===== src/rtl/mmp3_pkg.sv =====
// Shared types and constants for the 3x3 modular matrix power block.
// No dependencies; used by mmp3_modmul and modular_matrix_power_3x3.
`default_nettype none

package mmp3_pkg;

    localparam int RESIDUE_BITS  = 30;
    localparam int EXPONENT_BITS = 60;

    localparam logic [31:0] MODULUS_RESET = 32'd1000000007;

    // Word offsets of the three matrices in the scratch memory.
    localparam logic [4:0] OFS_BASE = 5'd0;
    localparam logic [4:0] OFS_ACC  = 5'd9;
    localparam logic [4:0] OFS_PROD = 5'd18;

    localparam logic [3:0] LAST_ENTRY = 4'd8;

    typedef enum logic [3:0] {
        S_IDLE,
        S_LOAD_GO,
        S_LOAD_WAIT,
        S_INIT_ACC,
        S_BIT,
        S_RD_A,
        S_RD_B,
        S_RD_C,
        S_MUL_GO,
        S_MUL_WAIT,
        S_CPY_RD,
        S_CPY_WR,
        S_OUT_RD,
        S_OUT_CAP,
        S_OUT
    } t_state;

endpackage

`default_nettype wire


===== src/rtl/modular_matrix_power_3x3.sv =====
// Loads and reduces the nine entries, then per exponent bit does one or two
// matrix multiplies, then unloads the nine result entries.
// Takes one matrix at a time; the bit-serial multiply-add unit sets the pace.
// Reset: synchronous, active low; modulus returns to 1000000007, block idles.
// Top level of the 3x3 modular matrix power block.
// Depends on mmp3_pkg and mmp3_modmul.
`default_nettype none

module modular_matrix_power_3x3 #(
    parameter int RESIDUE_BITS  = mmp3_pkg::RESIDUE_BITS,
    parameter int EXPONENT_BITS = mmp3_pkg::EXPONENT_BITS
) (
    input  wire logic                     i_clk,
    input  wire logic                     i_rst_n,
    input  wire logic                     i_cfg_we,
    input  wire logic [RESIDUE_BITS-1:0]  i_cfg_wdata,
    input  wire logic                     i_in_valid,
    output logic                          o_in_stall,
    input  wire logic [RESIDUE_BITS-1:0]  i_m00,
    input  wire logic [RESIDUE_BITS-1:0]  i_m01,
    input  wire logic [RESIDUE_BITS-1:0]  i_m02,
    input  wire logic [RESIDUE_BITS-1:0]  i_m10,
    input  wire logic [RESIDUE_BITS-1:0]  i_m11,
    input  wire logic [RESIDUE_BITS-1:0]  i_m12,
    input  wire logic [RESIDUE_BITS-1:0]  i_m20,
    input  wire logic [RESIDUE_BITS-1:0]  i_m21,
    input  wire logic [RESIDUE_BITS-1:0]  i_m22,
    input  wire logic [EXPONENT_BITS-1:0] i_power,
    output logic                          o_out_valid,
    input  wire logic                     i_out_stall,
    output logic [RESIDUE_BITS-1:0]       o_r00,
    output logic [RESIDUE_BITS-1:0]       o_r01,
    output logic [RESIDUE_BITS-1:0]       o_r02,
    output logic [RESIDUE_BITS-1:0]       o_r10,
    output logic [RESIDUE_BITS-1:0]       o_r11,
    output logic [RESIDUE_BITS-1:0]       o_r12,
    output logic [RESIDUE_BITS-1:0]       o_r20,
    output logic [RESIDUE_BITS-1:0]       o_r21,
    output logic [RESIDUE_BITS-1:0]       o_r22
);

    localparam logic [RESIDUE_BITS-1:0] MOD_RST =
        mmp3_pkg::MODULUS_RESET[RESIDUE_BITS-1:0];
    localparam logic [RESIDUE_BITS-1:0] RES_ONE = RESIDUE_BITS'(1);

    function automatic logic [4:0] entry_addr(input logic [4:0] ofs,
                                              input logic [1:0] row,
                                              input logic [1:0] col);
        logic [4:0] r3;
        r3 = {2'b00, row, 1'b0} + {3'b000, row};
        return ofs + r3 + {3'b000, col};
    endfunction

    mmp3_pkg::t_state r_state, n_state;

    logic [RESIDUE_BITS-1:0]  r_mod;
    logic [RESIDUE_BITS-1:0]  r_in [9];
    logic [RESIDUE_BITS-1:0]  n_in [9];
    logic [RESIDUE_BITS-1:0]  r_res [9];
    logic [RESIDUE_BITS-1:0]  n_res [9];
    logic [EXPONENT_BITS-1:0] r_exp, n_exp;
    logic [3:0]               r_cnt, n_cnt;
    logic [1:0]               r_i, n_i, r_k, n_k, r_j, n_j;
    logic                     r_sq, n_sq;
    logic [RESIDUE_BITS-1:0]  r_opa, n_opa, r_opb, n_opb;

    logic [RESIDUE_BITS-1:0] mem [27];
    logic [RESIDUE_BITS-1:0] r_rdata;
    logic                    mem_we;
    logic [4:0]              mem_waddr, mem_raddr;
    logic [RESIDUE_BITS-1:0] mem_wdata;

    logic                    mul_start, mul_done;
    logic [RESIDUE_BITS-1:0] mul_a, mul_b, mul_c, mul_res;
    logic [RESIDUE_BITS-1:0] eff_mod, mod_one;
    logic                    in_acc, prod_last, cpy_last;
    logic [4:0]              x_ofs, cpy_dst;

    // A zero modulus behaves as modulus one.
    assign eff_mod = (r_mod == '0) ? RES_ONE : r_mod;
    assign mod_one = (eff_mod == RES_ONE) ? '0 : RES_ONE;

    assign in_acc    = i_in_valid && !o_in_stall;
    assign prod_last = (r_i == 2'd2) && (r_k == 2'd2) && (r_j == 2'd2);
    assign cpy_last  = (r_cnt == mmp3_pkg::LAST_ENTRY);
    assign x_ofs     = r_sq ? mmp3_pkg::OFS_BASE : mmp3_pkg::OFS_ACC;
    assign cpy_dst   = r_sq ? mmp3_pkg::OFS_BASE : mmp3_pkg::OFS_ACC;

    mmp3_modmul #(
        .RESIDUE_BITS(RESIDUE_BITS)
    ) u_modmul (
        .i_clk   (i_clk),
        .i_rst_n (i_rst_n),
        .i_start (mul_start),
        .i_a     (mul_a),
        .i_b     (mul_b),
        .i_c     (mul_c),
        .i_mod   (eff_mod),
        .o_done  (mul_done),
        .o_res   (mul_res)
    );

    // Next state.
    always_comb begin
        n_state = r_state;
        case (r_state)
            mmp3_pkg::S_IDLE:      if (i_in_valid) n_state = mmp3_pkg::S_LOAD_GO;
            mmp3_pkg::S_LOAD_GO:   n_state = mmp3_pkg::S_LOAD_WAIT;
            mmp3_pkg::S_LOAD_WAIT: begin
                if (mul_done) begin
                    n_state = cpy_last ? mmp3_pkg::S_INIT_ACC : mmp3_pkg::S_LOAD_GO;
                end
            end
            mmp3_pkg::S_INIT_ACC:  if (cpy_last) n_state = mmp3_pkg::S_BIT;
            mmp3_pkg::S_BIT: begin
                n_state = (r_exp == '0) ? mmp3_pkg::S_OUT_RD : mmp3_pkg::S_RD_A;
            end
            mmp3_pkg::S_RD_A:      n_state = mmp3_pkg::S_RD_B;
            mmp3_pkg::S_RD_B:      n_state = mmp3_pkg::S_RD_C;
            mmp3_pkg::S_RD_C:      n_state = mmp3_pkg::S_MUL_GO;
            mmp3_pkg::S_MUL_GO:    n_state = mmp3_pkg::S_MUL_WAIT;
            mmp3_pkg::S_MUL_WAIT: begin
                if (mul_done) begin
                    n_state = prod_last ? mmp3_pkg::S_CPY_RD : mmp3_pkg::S_RD_A;
                end
            end
            mmp3_pkg::S_CPY_RD:    n_state = mmp3_pkg::S_CPY_WR;
            mmp3_pkg::S_CPY_WR: begin
                if (!cpy_last) begin
                    n_state = mmp3_pkg::S_CPY_RD;
                end else if (!r_sq) begin
                    n_state = mmp3_pkg::S_RD_A;
                end else begin
                    n_state = mmp3_pkg::S_BIT;
                end
            end
            mmp3_pkg::S_OUT_RD:    n_state = mmp3_pkg::S_OUT_CAP;
            mmp3_pkg::S_OUT_CAP: begin
                n_state = cpy_last ? mmp3_pkg::S_OUT : mmp3_pkg::S_OUT_RD;
            end
            mmp3_pkg::S_OUT:       if (!i_out_stall) n_state = mmp3_pkg::S_IDLE;
            default:               n_state = mmp3_pkg::S_IDLE;
        endcase
    end

    // Datapath and control outputs.
    always_comb begin
        n_in      = r_in;
        n_res     = r_res;
        n_exp     = r_exp;
        n_cnt     = r_cnt;
        n_i       = r_i;
        n_k       = r_k;
        n_j       = r_j;
        n_sq      = r_sq;
        n_opa     = r_opa;
        n_opb     = r_opb;
        mem_we    = 1'b0;
        mem_waddr = '0;
        mem_wdata = mul_res;
        mem_raddr = '0;
        mul_start = 1'b0;
        mul_a     = r_opa;
        mul_b     = r_opb;
        mul_c     = '0;
        o_in_stall  = (r_state != mmp3_pkg::S_IDLE);
        o_out_valid = (r_state == mmp3_pkg::S_OUT);
        case (r_state)
            mmp3_pkg::S_IDLE: begin
                if (in_acc) begin
                    n_in[0] = i_m00;
                    n_in[1] = i_m01;
                    n_in[2] = i_m02;
                    n_in[3] = i_m10;
                    n_in[4] = i_m11;
                    n_in[5] = i_m12;
                    n_in[6] = i_m20;
                    n_in[7] = i_m21;
                    n_in[8] = i_m22;
                    n_exp   = i_power;
                    n_cnt   = '0;
                end
            end
            mmp3_pkg::S_LOAD_GO: begin
                // Reducing an entry is a multiply by one.
                mul_start = 1'b1;
                mul_a     = mod_one;
                mul_b     = r_in[0];
            end
            mmp3_pkg::S_LOAD_WAIT: begin
                if (mul_done) begin
                    mem_we    = 1'b1;
                    mem_waddr = mmp3_pkg::OFS_BASE + {1'b0, r_cnt};
                    for (int e = 0; e < 8; e++) begin
                        n_in[e] = r_in[e+1];
                    end
                    n_cnt = cpy_last ? '0 : r_cnt + 1'b1;
                end
            end
            mmp3_pkg::S_INIT_ACC: begin
                mem_we    = 1'b1;
                mem_waddr = mmp3_pkg::OFS_ACC + {1'b0, r_cnt};
                mem_wdata = (r_cnt == 4'd0 || r_cnt == 4'd4 || r_cnt == 4'd8) ?
                            mod_one : '0;
                n_cnt = cpy_last ? '0 : r_cnt + 1'b1;
            end
            mmp3_pkg::S_BIT: begin
                n_sq  = !r_exp[0];
                n_i   = '0;
                n_k   = '0;
                n_j   = '0;
                n_cnt = '0;
            end
            mmp3_pkg::S_RD_A: mem_raddr = entry_addr(x_ofs, r_i, r_k);
            mmp3_pkg::S_RD_B: begin
                mem_raddr = entry_addr(mmp3_pkg::OFS_BASE, r_k, r_j);
                n_opa     = r_rdata;
            end
            mmp3_pkg::S_RD_C: begin
                mem_raddr = entry_addr(mmp3_pkg::OFS_PROD, r_i, r_j);
                n_opb     = r_rdata;
            end
            mmp3_pkg::S_MUL_GO: begin
                // The first term of each sum starts from zero.
                mul_start = 1'b1;
                mul_c     = (r_k == 2'd0) ? '0 : r_rdata;
            end
            mmp3_pkg::S_MUL_WAIT: begin
                if (mul_done) begin
                    mem_we    = 1'b1;
                    mem_waddr = entry_addr(mmp3_pkg::OFS_PROD, r_i, r_j);
                    n_j = (r_j == 2'd2) ? 2'd0 : r_j + 2'd1;
                    if (r_j == 2'd2) begin
                        n_k = (r_k == 2'd2) ? 2'd0 : r_k + 2'd1;
                        if (r_k == 2'd2) begin
                            n_i = (r_i == 2'd2) ? 2'd0 : r_i + 2'd1;
                        end
                    end
                end
            end
            mmp3_pkg::S_CPY_RD: mem_raddr = mmp3_pkg::OFS_PROD + {1'b0, r_cnt};
            mmp3_pkg::S_CPY_WR: begin
                mem_we    = 1'b1;
                mem_waddr = cpy_dst + {1'b0, r_cnt};
                mem_wdata = r_rdata;
                n_cnt     = cpy_last ? '0 : r_cnt + 1'b1;
                if (cpy_last) begin
                    if (!r_sq) begin
                        n_sq = 1'b1;
                    end else begin
                        n_exp = r_exp >> 1;
                    end
                end
            end
            mmp3_pkg::S_OUT_RD: mem_raddr = mmp3_pkg::OFS_ACC + {1'b0, r_cnt};
            mmp3_pkg::S_OUT_CAP: begin
                for (int e = 0; e < 8; e++) begin
                    n_res[e] = r_res[e+1];
                end
                n_res[8] = r_rdata;
                n_cnt    = cpy_last ? '0 : r_cnt + 1'b1;
            end
            default: begin
            end
        endcase
    end

    always_ff @(posedge i_clk) begin
        if (mem_we) begin
            mem[mem_waddr] <= mem_wdata;
        end
        r_rdata <= mem[mem_raddr];
    end

    always_ff @(posedge i_clk) begin
        if (!i_rst_n) begin
            r_state <= mmp3_pkg::S_IDLE;
            r_mod   <= MOD_RST;
            r_cnt   <= '0;
            r_i     <= '0;
            r_k     <= '0;
            r_j     <= '0;
            r_sq    <= 1'b0;
        end else begin
            r_state <= n_state;
            if (i_cfg_we) begin
                r_mod <= i_cfg_wdata;
            end
            r_cnt <= n_cnt;
            r_i   <= n_i;
            r_k   <= n_k;
            r_j   <= n_j;
            r_sq  <= n_sq;
        end
        r_in  <= n_in;
        r_res <= n_res;
        r_exp <= n_exp;
        r_opa <= n_opa;
        r_opb <= n_opb;
    end

    assign o_r00 = r_res[0];
    assign o_r01 = r_res[1];
    assign o_r02 = r_res[2];
    assign o_r10 = r_res[3];
    assign o_r11 = r_res[4];
    assign o_r12 = r_res[5];
    assign o_r20 = r_res[6];
    assign o_r21 = r_res[7];
    assign o_r22 = r_res[8];

    a_accept_loads: assert property (@(posedge i_clk) disable iff (!i_rst_n)
        in_acc |=> r_state == mmp3_pkg::S_LOAD_GO)
        else $error("accepted word did not start a load");

    a_done_expected: assert property (@(posedge i_clk) disable iff (!i_rst_n)
        mul_done |-> (r_state == mmp3_pkg::S_LOAD_WAIT ||
                      r_state == mmp3_pkg::S_MUL_WAIT))
        else $error("multiply finished outside a wait state");

    a_cnt_range: assert property (@(posedge i_clk) disable iff (!i_rst_n)
        r_cnt <= mmp3_pkg::LAST_ENTRY)
        else $error("entry counter out of range");

endmodule

`default_nettype wire


===== src/rtl/mmp3_modmul.sv =====
// Bit-serial modular multiply-add unit: res = (c + a * b) mod m.
// Depends on mmp3_pkg for the default residue width.
`default_nettype none

module mmp3_modmul #(
    parameter int RESIDUE_BITS = mmp3_pkg::RESIDUE_BITS
) (
    input  wire logic                    i_clk,
    input  wire logic                    i_rst_n,
    input  wire logic                    i_start,
    input  wire logic [RESIDUE_BITS-1:0] i_a,
    input  wire logic [RESIDUE_BITS-1:0] i_b,
    input  wire logic [RESIDUE_BITS-1:0] i_c,
    input  wire logic [RESIDUE_BITS-1:0] i_mod,
    output logic                         o_done,
    output logic [RESIDUE_BITS-1:0]      o_res
);

    localparam int CW = $clog2(RESIDUE_BITS + 1);
    localparam logic [CW-1:0] LAST_STEP = CW'(RESIDUE_BITS - 1);

    logic                    r_busy, n_busy;
    logic                    r_fin, n_fin;
    logic                    r_done, n_done;
    logic [CW-1:0]           r_cnt, n_cnt;
    logic [RESIDUE_BITS-1:0] r_a, n_a;
    logic [RESIDUE_BITS-1:0] r_b, n_b;
    logic [RESIDUE_BITS-1:0] r_c, n_c;
    logic [RESIDUE_BITS-1:0] r_m, n_m;
    logic [RESIDUE_BITS-1:0] r_r, n_r;

    logic [RESIDUE_BITS:0] dbl, dbl_red, add_x, add_y, sum, sum_red, mod_x;

    // Partial result a < m and r < m, so every sum stays below 2m and one
    // conditional subtract brings it back into range.
    always_comb begin
        mod_x   = {1'b0, r_m};
        dbl     = {r_r, 1'b0};
        dbl_red = (dbl >= mod_x) ? dbl - mod_x : dbl;
        if (r_fin) begin
            add_x = {1'b0, r_r};
            add_y = {1'b0, r_c};
        end else begin
            add_x = dbl_red;
            add_y = r_b[RESIDUE_BITS-1] ? {1'b0, r_a} : '0;
        end
        sum     = add_x + add_y;
        sum_red = (sum >= mod_x) ? sum - mod_x : sum;
    end

    always_comb begin
        n_busy = r_busy;
        n_fin  = r_fin;
        n_done = 1'b0;
        n_cnt  = r_cnt;
        n_a    = r_a;
        n_b    = r_b;
        n_c    = r_c;
        n_m    = r_m;
        n_r    = r_r;
        if (i_start) begin
            n_busy = 1'b1;
            n_fin  = 1'b0;
            n_cnt  = '0;
            n_a    = i_a;
            n_b    = i_b;
            n_c    = i_c;
            n_m    = i_mod;
            n_r    = '0;
        end else if (r_busy) begin
            n_r = sum_red[RESIDUE_BITS-1:0];
            if (r_fin) begin
                n_busy = 1'b0;
                n_fin  = 1'b0;
                n_done = 1'b1;
            end else begin
                n_b   = {r_b[RESIDUE_BITS-2:0], 1'b0};
                n_cnt = r_cnt + 1'b1;
                if (r_cnt == LAST_STEP) begin
                    n_fin = 1'b1;
                end
            end
        end
    end

    always_ff @(posedge i_clk) begin
        if (!i_rst_n) begin
            r_busy <= 1'b0;
            r_fin  <= 1'b0;
            r_done <= 1'b0;
            r_cnt  <= '0;
        end else begin
            r_busy <= n_busy;
            r_fin  <= n_fin;
            r_done <= n_done;
            r_cnt  <= n_cnt;
        end
        r_a <= n_a;
        r_b <= n_b;
        r_c <= n_c;
        r_m <= n_m;
        r_r <= n_r;
    end

    assign o_done = r_done;
    assign o_res  = r_r;

endmodule

`default_nettype wire

===== config.mk =====
export PLATFORM = sky130hd
export DESIGN_NAME = modular_matrix_power_3x3
export DESIGN_NICKNAME = d
export VERILOG_FILES = /design/src/rtl/mmp3_pkg.sv /design/src/rtl/modular_matrix_power_3x3.sv /design/src/rtl/mmp3_modmul.sv
export SDC_FILE = /design/constraint.sdc
export NUM_CORES = 2
export LEC_CHECK = 0
export BUFFER_PORTS_ARGS = -buffer_cell sky130_fd_sc_hd__buf_2
export CAP_MARGIN = 30
export CELL_PAD_IN_SITES_DETAIL_PLACEMENT = 1
export CELL_PAD_IN_SITES_GLOBAL_PLACEMENT = 1
export CORE_MARGIN = 3
export CORE_UTILIZATION = 49
export CTS_BUF_LIST = sky130_fd_sc_hd__clkbuf_16
export DETAILED_ROUTE_END_ITERATION = 8
export GPL_ROUTABILITY_DRIVEN = 1
export PLACE_DENSITY = 0.77
export RECOVER_POWER = 50
export SYNTH_ARGS = -nofsm -noshare
export SYNTH_HDL_FRONTEND = slang
export SYNTH_SLANG_ARGS = --single-unit

===== constraint.sdc =====
create_clock -name i_clk -period 15.2 [get_ports i_clk]
set_clock_uncertainty 0.05 [all_clocks]
set_input_delay 3.04 -clock i_clk [delete_from_list [all_inputs] [get_ports i_clk]]
set_output_delay 3.04 -clock i_clk [all_outputs]
set_load 0.05 [all_outputs]

==> flow_summary.html <==
<table>
<tr><th>Metric</th><th>Value</th></tr>
<tr><th colspan="2">Status</th></tr>
<tr><td>Failing checks</td><td>capacitance limit, slew limit</td></tr>
<tr><td>Outcome</td><td>finished, violations left</td></tr>
<tr><th colspan="2">Finish</th></tr>
<tr><td>Area Overhead vs Synth</td><td>15.64%</td></tr>
<tr><td>Final net count</td><td>around 6400</td></tr>
<tr><td>Largest registers</td><td>mem: 810 flops, r_in: 270 flops, r_exp: 60 flops</td></tr>
<tr><td>Register with the highest flop count</td><td>mem</td></tr>
<tr><td>Area of the multi-input gates</td><td>19400 sq um</td></tr>
<tr><td>Number of filler instances in the final layout</td><td>14030</td></tr>
<tr><td>Area taken by flip-flops and latches</td><td>50010 sq um</td></tr>
<tr><td>Finished Layout Cells</td><td>between 7000 and 8000</td></tr>
<tr><td>Ratio of cells with drive above 1 in the final layout</td><td>16.82%</td></tr>
<tr><td>Final core utilization</td><td>57.44%</td></tr>
<tr><td>Largest register FFs</td><td>810</td></tr>
<tr><th colspan="2">Timing</th></tr>
<tr><td>Total count of max-transition violations in the final report</td><td>777</td></tr>
<tr><td>Post-route setup TNS</td><td>0 ps</td></tr>
<tr><td>Slew HR</td><td>-150.2%</td></tr>
<tr><td>Number of hold violations in the final report</td><td>0</td></tr>
<tr><td>Shortest clock period the worst path allows after layout</td><td>9474 ps</td></tr>
<tr><td>Slew @ Worst Pin</td><td>3752 ps</td></tr>
<tr><td>F_max</td><td>~110 MHz</td></tr>
<tr><td>Final period utilization</td><td>62.33%</td></tr>
<tr><td>Endpoints failing setup</td><td>0</td></tr>
<tr><td>Setup repair after global routing missed its margin</td><td>false</td></tr>
<tr><th colspan="2">Clock tree</th></tr>
<tr><td>H-tree levels</td><td>4</td></tr>
<tr><td>CTS root buffer</td><td>sky130_fd_sc_hd__clkbuf_16</td></tr>
<tr><td>Clock Tree Buf Depth</td><td>3</td></tr>
<tr><td>Worst-path clk slew</td><td>60 ps</td></tr>
<tr><td>CTS Sinks</td><td>~1700</td></tr>
<tr><td>Post-cts sizing count</td><td>0</td></tr>
<tr><td>Worst skew pair latency</td><td>810 ps</td></tr>
<tr><td>Clock tree from TritonCTS</td><td>yes</td></tr>
<tr><td>CTS buffer count</td><td>177</td></tr>
<tr><td>Postcts setup bufs</td><td>0</td></tr>
<tr><td>Count of hold-fix buffers inserted at cts</td><td>0</td></tr>
<tr><th colspan="2">Synth</th></tr>
<tr><td>Count of state elements after synthesis</td><td>around 1700</td></tr>
<tr><td>Sequential area share after synthesis</td><td>a little over two thirds</td></tr>
<tr><td>Leading register cell type out of synthesis</td><td>sky130_fd_sc_hd__edfxtp_1</td></tr>
<tr><td>Post-synth EDFFs</td><td>~1600</td></tr>
<tr><td>Mean Syn Cell Area</td><td>between 10 and 15 sq um</td></tr>
<tr><td>Cells taking the most area after synthesis</td><td>sky130_fd_sc_hd__edfxtp_1 67%, sky130_fd_sc_hd__nand2_1 5.9%, sky130_fd_sc_hd__a22o_1 3.7%</td></tr>
<tr><td>Number of different library cells in the post-synthesis netlist</td><td>84</td></tr>
<tr><td>Largest area contributor in the synthesized netlist</td><td>sky130_fd_sc_hd__edfxtp_1</td></tr>
<tr><td>Yosys warns</td><td>0</td></tr>
<tr><td>Syn Nets</td><td>5808</td></tr>
<tr><td>Post-Syn Area</td><td>70760 sq um</td></tr>
<tr><td>Asr flop ratio synth</td><td>0%</td></tr>
<tr><td>Post-synth top area share</td><td>about two thirds</td></tr>
<tr><td>Count of mapped cells out of synthesis</td><td>5319</td></tr>
<tr><th colspan="2">Worst setup path</th></tr>
<tr><td>Data required, critical path</td><td>15820 ps</td></tr>
<tr><td>Signal arrival time at the worst endpoint</td><td>10090 ps</td></tr>
<tr><td>Type of origin of the critical path</td><td>flip-flop</td></tr>
<tr><td>Reg-to-reg critical path startpoint</td><td>u_modmul.r_m[20]</td></tr>
<tr><td>Type of destination of the critical path</td><td>flip-flop</td></tr>
<tr><td>Worst-path maximum fanout</td><td>18</td></tr>
<tr><td>Path depth of the worst reg2reg path</td><td>31</td></tr>
<tr><td>Most used cell along the critical path</td><td>sky130_fd_sc_hd__o21ai_0</td></tr>
<tr><td>Slowest library cell on the worst path</td><td>sky130_fd_sc_hd__or2_1</td></tr>
<tr><td>Worst path bufs/invs</td><td>2</td></tr>
<tr><td>Maximum single-stage delay on the critical path</td><td>between 500 and 600 ps</td></tr>
<tr><td>R2r endpoint</td><td>u_modmul.o_res[25]</td></tr>
<tr><td>Top Family by Delay on Critical Path</td><td>compound AO/OA/AOI/OAI gates</td></tr>
<tr><td>Kind of critical path</td><td>flip-flop to flip-flop</td></tr>
<tr><td>Reg-to-reg setup timing slack</td><td>5730 ps</td></tr>
<tr><th colspan="2">Route</th></tr>
<tr><td>Post-route ant nets</td><td>0</td></tr>
<tr><td>Via count</td><td>47870</td></tr>
<tr><td>Average vias per placed instance</td><td>6.006</td></tr>
<tr><td>Final Routed Wirelength</td><td>221100 um</td></tr>
<tr><td>Detailed-routing iteration count for the pre-antenna-repair pass</td><td>7</td></tr>
<tr><td>DRC marker count from the first detailed-route iteration</td><td>4539</td></tr>
<tr><td>WL/cell</td><td>27.74 um</td></tr>
<tr><td>Detailed-route DRC error count</td><td>0</td></tr>
<tr><th colspan="2">Power</th></tr>
<tr><td>Switching share of power</td><td>32.05%</td></tr>
<tr><td>Proportion of power drawn by the clock network</td><td>31.0%</td></tr>
<tr><td>Internal Power</td><td>9.462 mW</td></tr>
<tr><td>Static leakage</td><td>30.60 nW</td></tr>
<tr><td>Power density cells</td><td>170.2 nW/um^2</td></tr>
<tr><td>Seq pwr share</td><td>42.3%</td></tr>
<tr><td>Combinational power share</td><td>a little over a quarter</td></tr>
<tr><td>Peak supply drop</td><td>between 0.1 and 0.15 mV</td></tr>
<tr><td>Switching power</td><td>4.463 mW</td></tr>
<tr><th colspan="2">Global routing</th></tr>
<tr><td>GRT Util Overall</td><td>28.69%</td></tr>
<tr><td>Routing usage on met2</td><td>49.07%</td></tr>
<tr><td>Maximum number of pins on one net before global-route repair</td><td>244</td></tr>
<tr><td>Most utilized layer in the global route result</td><td>met2</td></tr>
<tr><td>Number of antenna violations at the first check in global routing</td><td>38</td></tr>
<tr><td>Leftover overflow at the end of global routing</td><td>0</td></tr>
<tr><td>GRT met1 Usage</td><td>between 30% and 40%</td></tr>
<tr><td>Vias in the first global route</td><td>49700</td></tr>
<tr><td>Met3 routing resource usage after global routing</td><td>4.702%</td></tr>
<tr><td>Wire length of the first global-routing pass</td><td>roughly 320000 um</td></tr>
<tr><th colspan="2">Floorplan</th></tr>
<tr><td>Starting density of the core</td><td>49.68%</td></tr>
<tr><td>Area of the placeable core</td><td>142400 sq um</td></tr>
<tr><td>Row cnt</td><td>138</td></tr>
<tr><td>Width of the chip</td><td>386.0 um</td></tr>
<tr><td>Die Area</td><td>149000 sq um</td></tr>
<tr><td>Ports placed on the boundary</td><td>637</td></tr>
<tr><td>Die Span Y</td><td>386.0 um</td></tr>
<tr><th colspan="2">Hold path</th></tr>
<tr><td>Hold path depth</td><td>0</td></tr>
<tr><td>End point of the worst hold path</td><td>o_r02[6]</td></tr>
<tr><td>Class of the tightest hold or removal check</td><td>flip-flop to flip-flop</td></tr>
<tr><td>HP Start</td><td>o_r10[6]</td></tr>
<tr><th colspan="2">Flow run</th></tr>
<tr><td>Count of maximum capacitance violations</td><td>17</td></tr>
<tr><th colspan="2">Placed design</th></tr>
<tr><td>Post-detailed-placement half-perimeter wirelength</td><td>137000 um</td></tr>
<tr><td>IO Port Bufs</td><td>636</td></tr>
<tr><td>Routability cong.</td><td>0.9087</td></tr>
<tr><td>Cell total after placement</td><td>7598</td></tr>
</table>
-- synthesized netlist by cell type, drive strengths merged (49+ instances only) --
cell       n
edfxtp  1590
nand2   1115
nand3    332
a22o     299
clkbuf   287
a21oi    207
a311oi   151
o21ai    131
nor2     128
ha       115
dfxtp    113
mux2i     82
and3      78
a21o      69
inv       69
nor2b     67
buf       59
xnor2     49
-- metrics by stage --
| step | cell area (sq um) | setup WS, ps | hold WS (ps) | power [mW] |
|---|---|---|---|---|
| 4_1_cts | 82280 | 5892 | 393.7 | 13.99 |
| 6_report | 81830 | 5726 | 390.5 | 13.92 |
| 2_1_floorplan | 70760 | 2398 | 383.4 | 8.405 |
| 3_5_place_dp | 76480 | 5911 | 377.1 | 9.665 |
| 5_1_grt | 81820 | 5173 | 400.3 | 14.49 |
| 3_3_place_gp | 75980 | 6282 | 373.8 | 9.437 |
-- worst register-to-register path, delay by kind of cell, from the launching register on --
family,cells,cell delay (ps)
and+or+nand+nor,9,2070
buffers and inverters,2,480
AOI/OAI and AO/OA,16,4990
adders and majority gates,3,1020
xor gates and xnor gates,1,390
DFF,1,370
-- worst max-delay path by stage --
stage | start | endpoint | slack, ps | depth (start not counted)
floorplan | r_state[2] | o_r00[0] | 2400 | 3
global placement | u_modmul.r_m[20] | u_modmul.o_res[25] | 6280 | 31
detailed placement | u_modmul.r_m[20] | u_modmul.o_res[25] | 5910 | 31
CTS | u_modmul.r_m[20] | u_modmul.o_res[25] | 5890 | 31
global route | u_modmul.r_m[20] | u_modmul.o_res[25] | 5170 | 31
finish | u_modmul.r_m[20] | u_modmul.o_res[25] | 5730 | 31
-- kinds of logic after synthesis --
group | share of synthesized area, %
compound gates | 10.57
xor+xnor | 1.063
fa+ha+maj | 2.288
buf+inv | 2.279
flops | 70.67
mux | 1.558
simple gates | 11.57
-- cells in the final DEF (no fill, tap or decap), drive strengths merged, types with 14 or more instances in the layout --
| cell type | Yosys | routed |
|---|---|---|
| nor3 | 24 | 24 |
| xor2 | 36 | 36 |
| a21o | 69 | 69 |
| and3 | 78 | 78 |
| xnor2 | 49 | 49 |
| a31oi | 14 | 14 |
| clkinv | 1 | 73 |
| nand4 | 16 | 16 |
| and2 | 41 | 41 |
| inv | 69 | 124 |
| clkbuf | 287 | 233 |
| nor2b | 67 | 67 |
| nor4 | 23 | 23 |
| diode | 0 | 33 |
| o21ai | 131 | 131 |
| nor2 | 128 | 128 |
| ha | 115 | 115 |
| nand3 | 332 | 332 |
| a311oi | 151 | 151 |
| a21oi | 207 | 207 |
| edfxtp | 1590 | 1590 |
| nand2 | 1115 | 1115 |
| a22o | 299 | 299 |
| mux2 | 25 | 25 |
| bufinv | 0 | 17 |
| buf | 59 | 692 |
| dfxtp | 113 | 113 |
| mux2i | 82 | 82 |
-- metal layers --
layer / share of wire (%) / wire length, um
met5: 0.017 / 37
met4: 4.4 / 9756
met3: 7.0 / 15580
met2: 51 / 111700
met1: 38 / 84010
-- power groups by stage --
stage          combinational [mW]  clock (mW)  sequential (mW)
2_1_floorplan                2.49           0             5.91
3_3_place_gp                 3.49           0             5.95
3_5_place_dp                 3.71           0             5.96
4_1_cts                      3.75        4.37             5.87
5_1_grt                      4.01        4.57             5.92
6_report                     3.72        4.31             5.90
-- area by class of cell --
class,instances,area share (%)
Multi-Input combinational cell,3200,23.71
Clock buffer,181,5.535
Inverter,70,0.3318
Tap cell,1890,2.890
Clock inverter,150,1.550
Timing Repair Buffer,744,4.771
Sequential cell,1703,61.11
Antenna cell,33,0.1009
(Power assumes the default switching activity.)
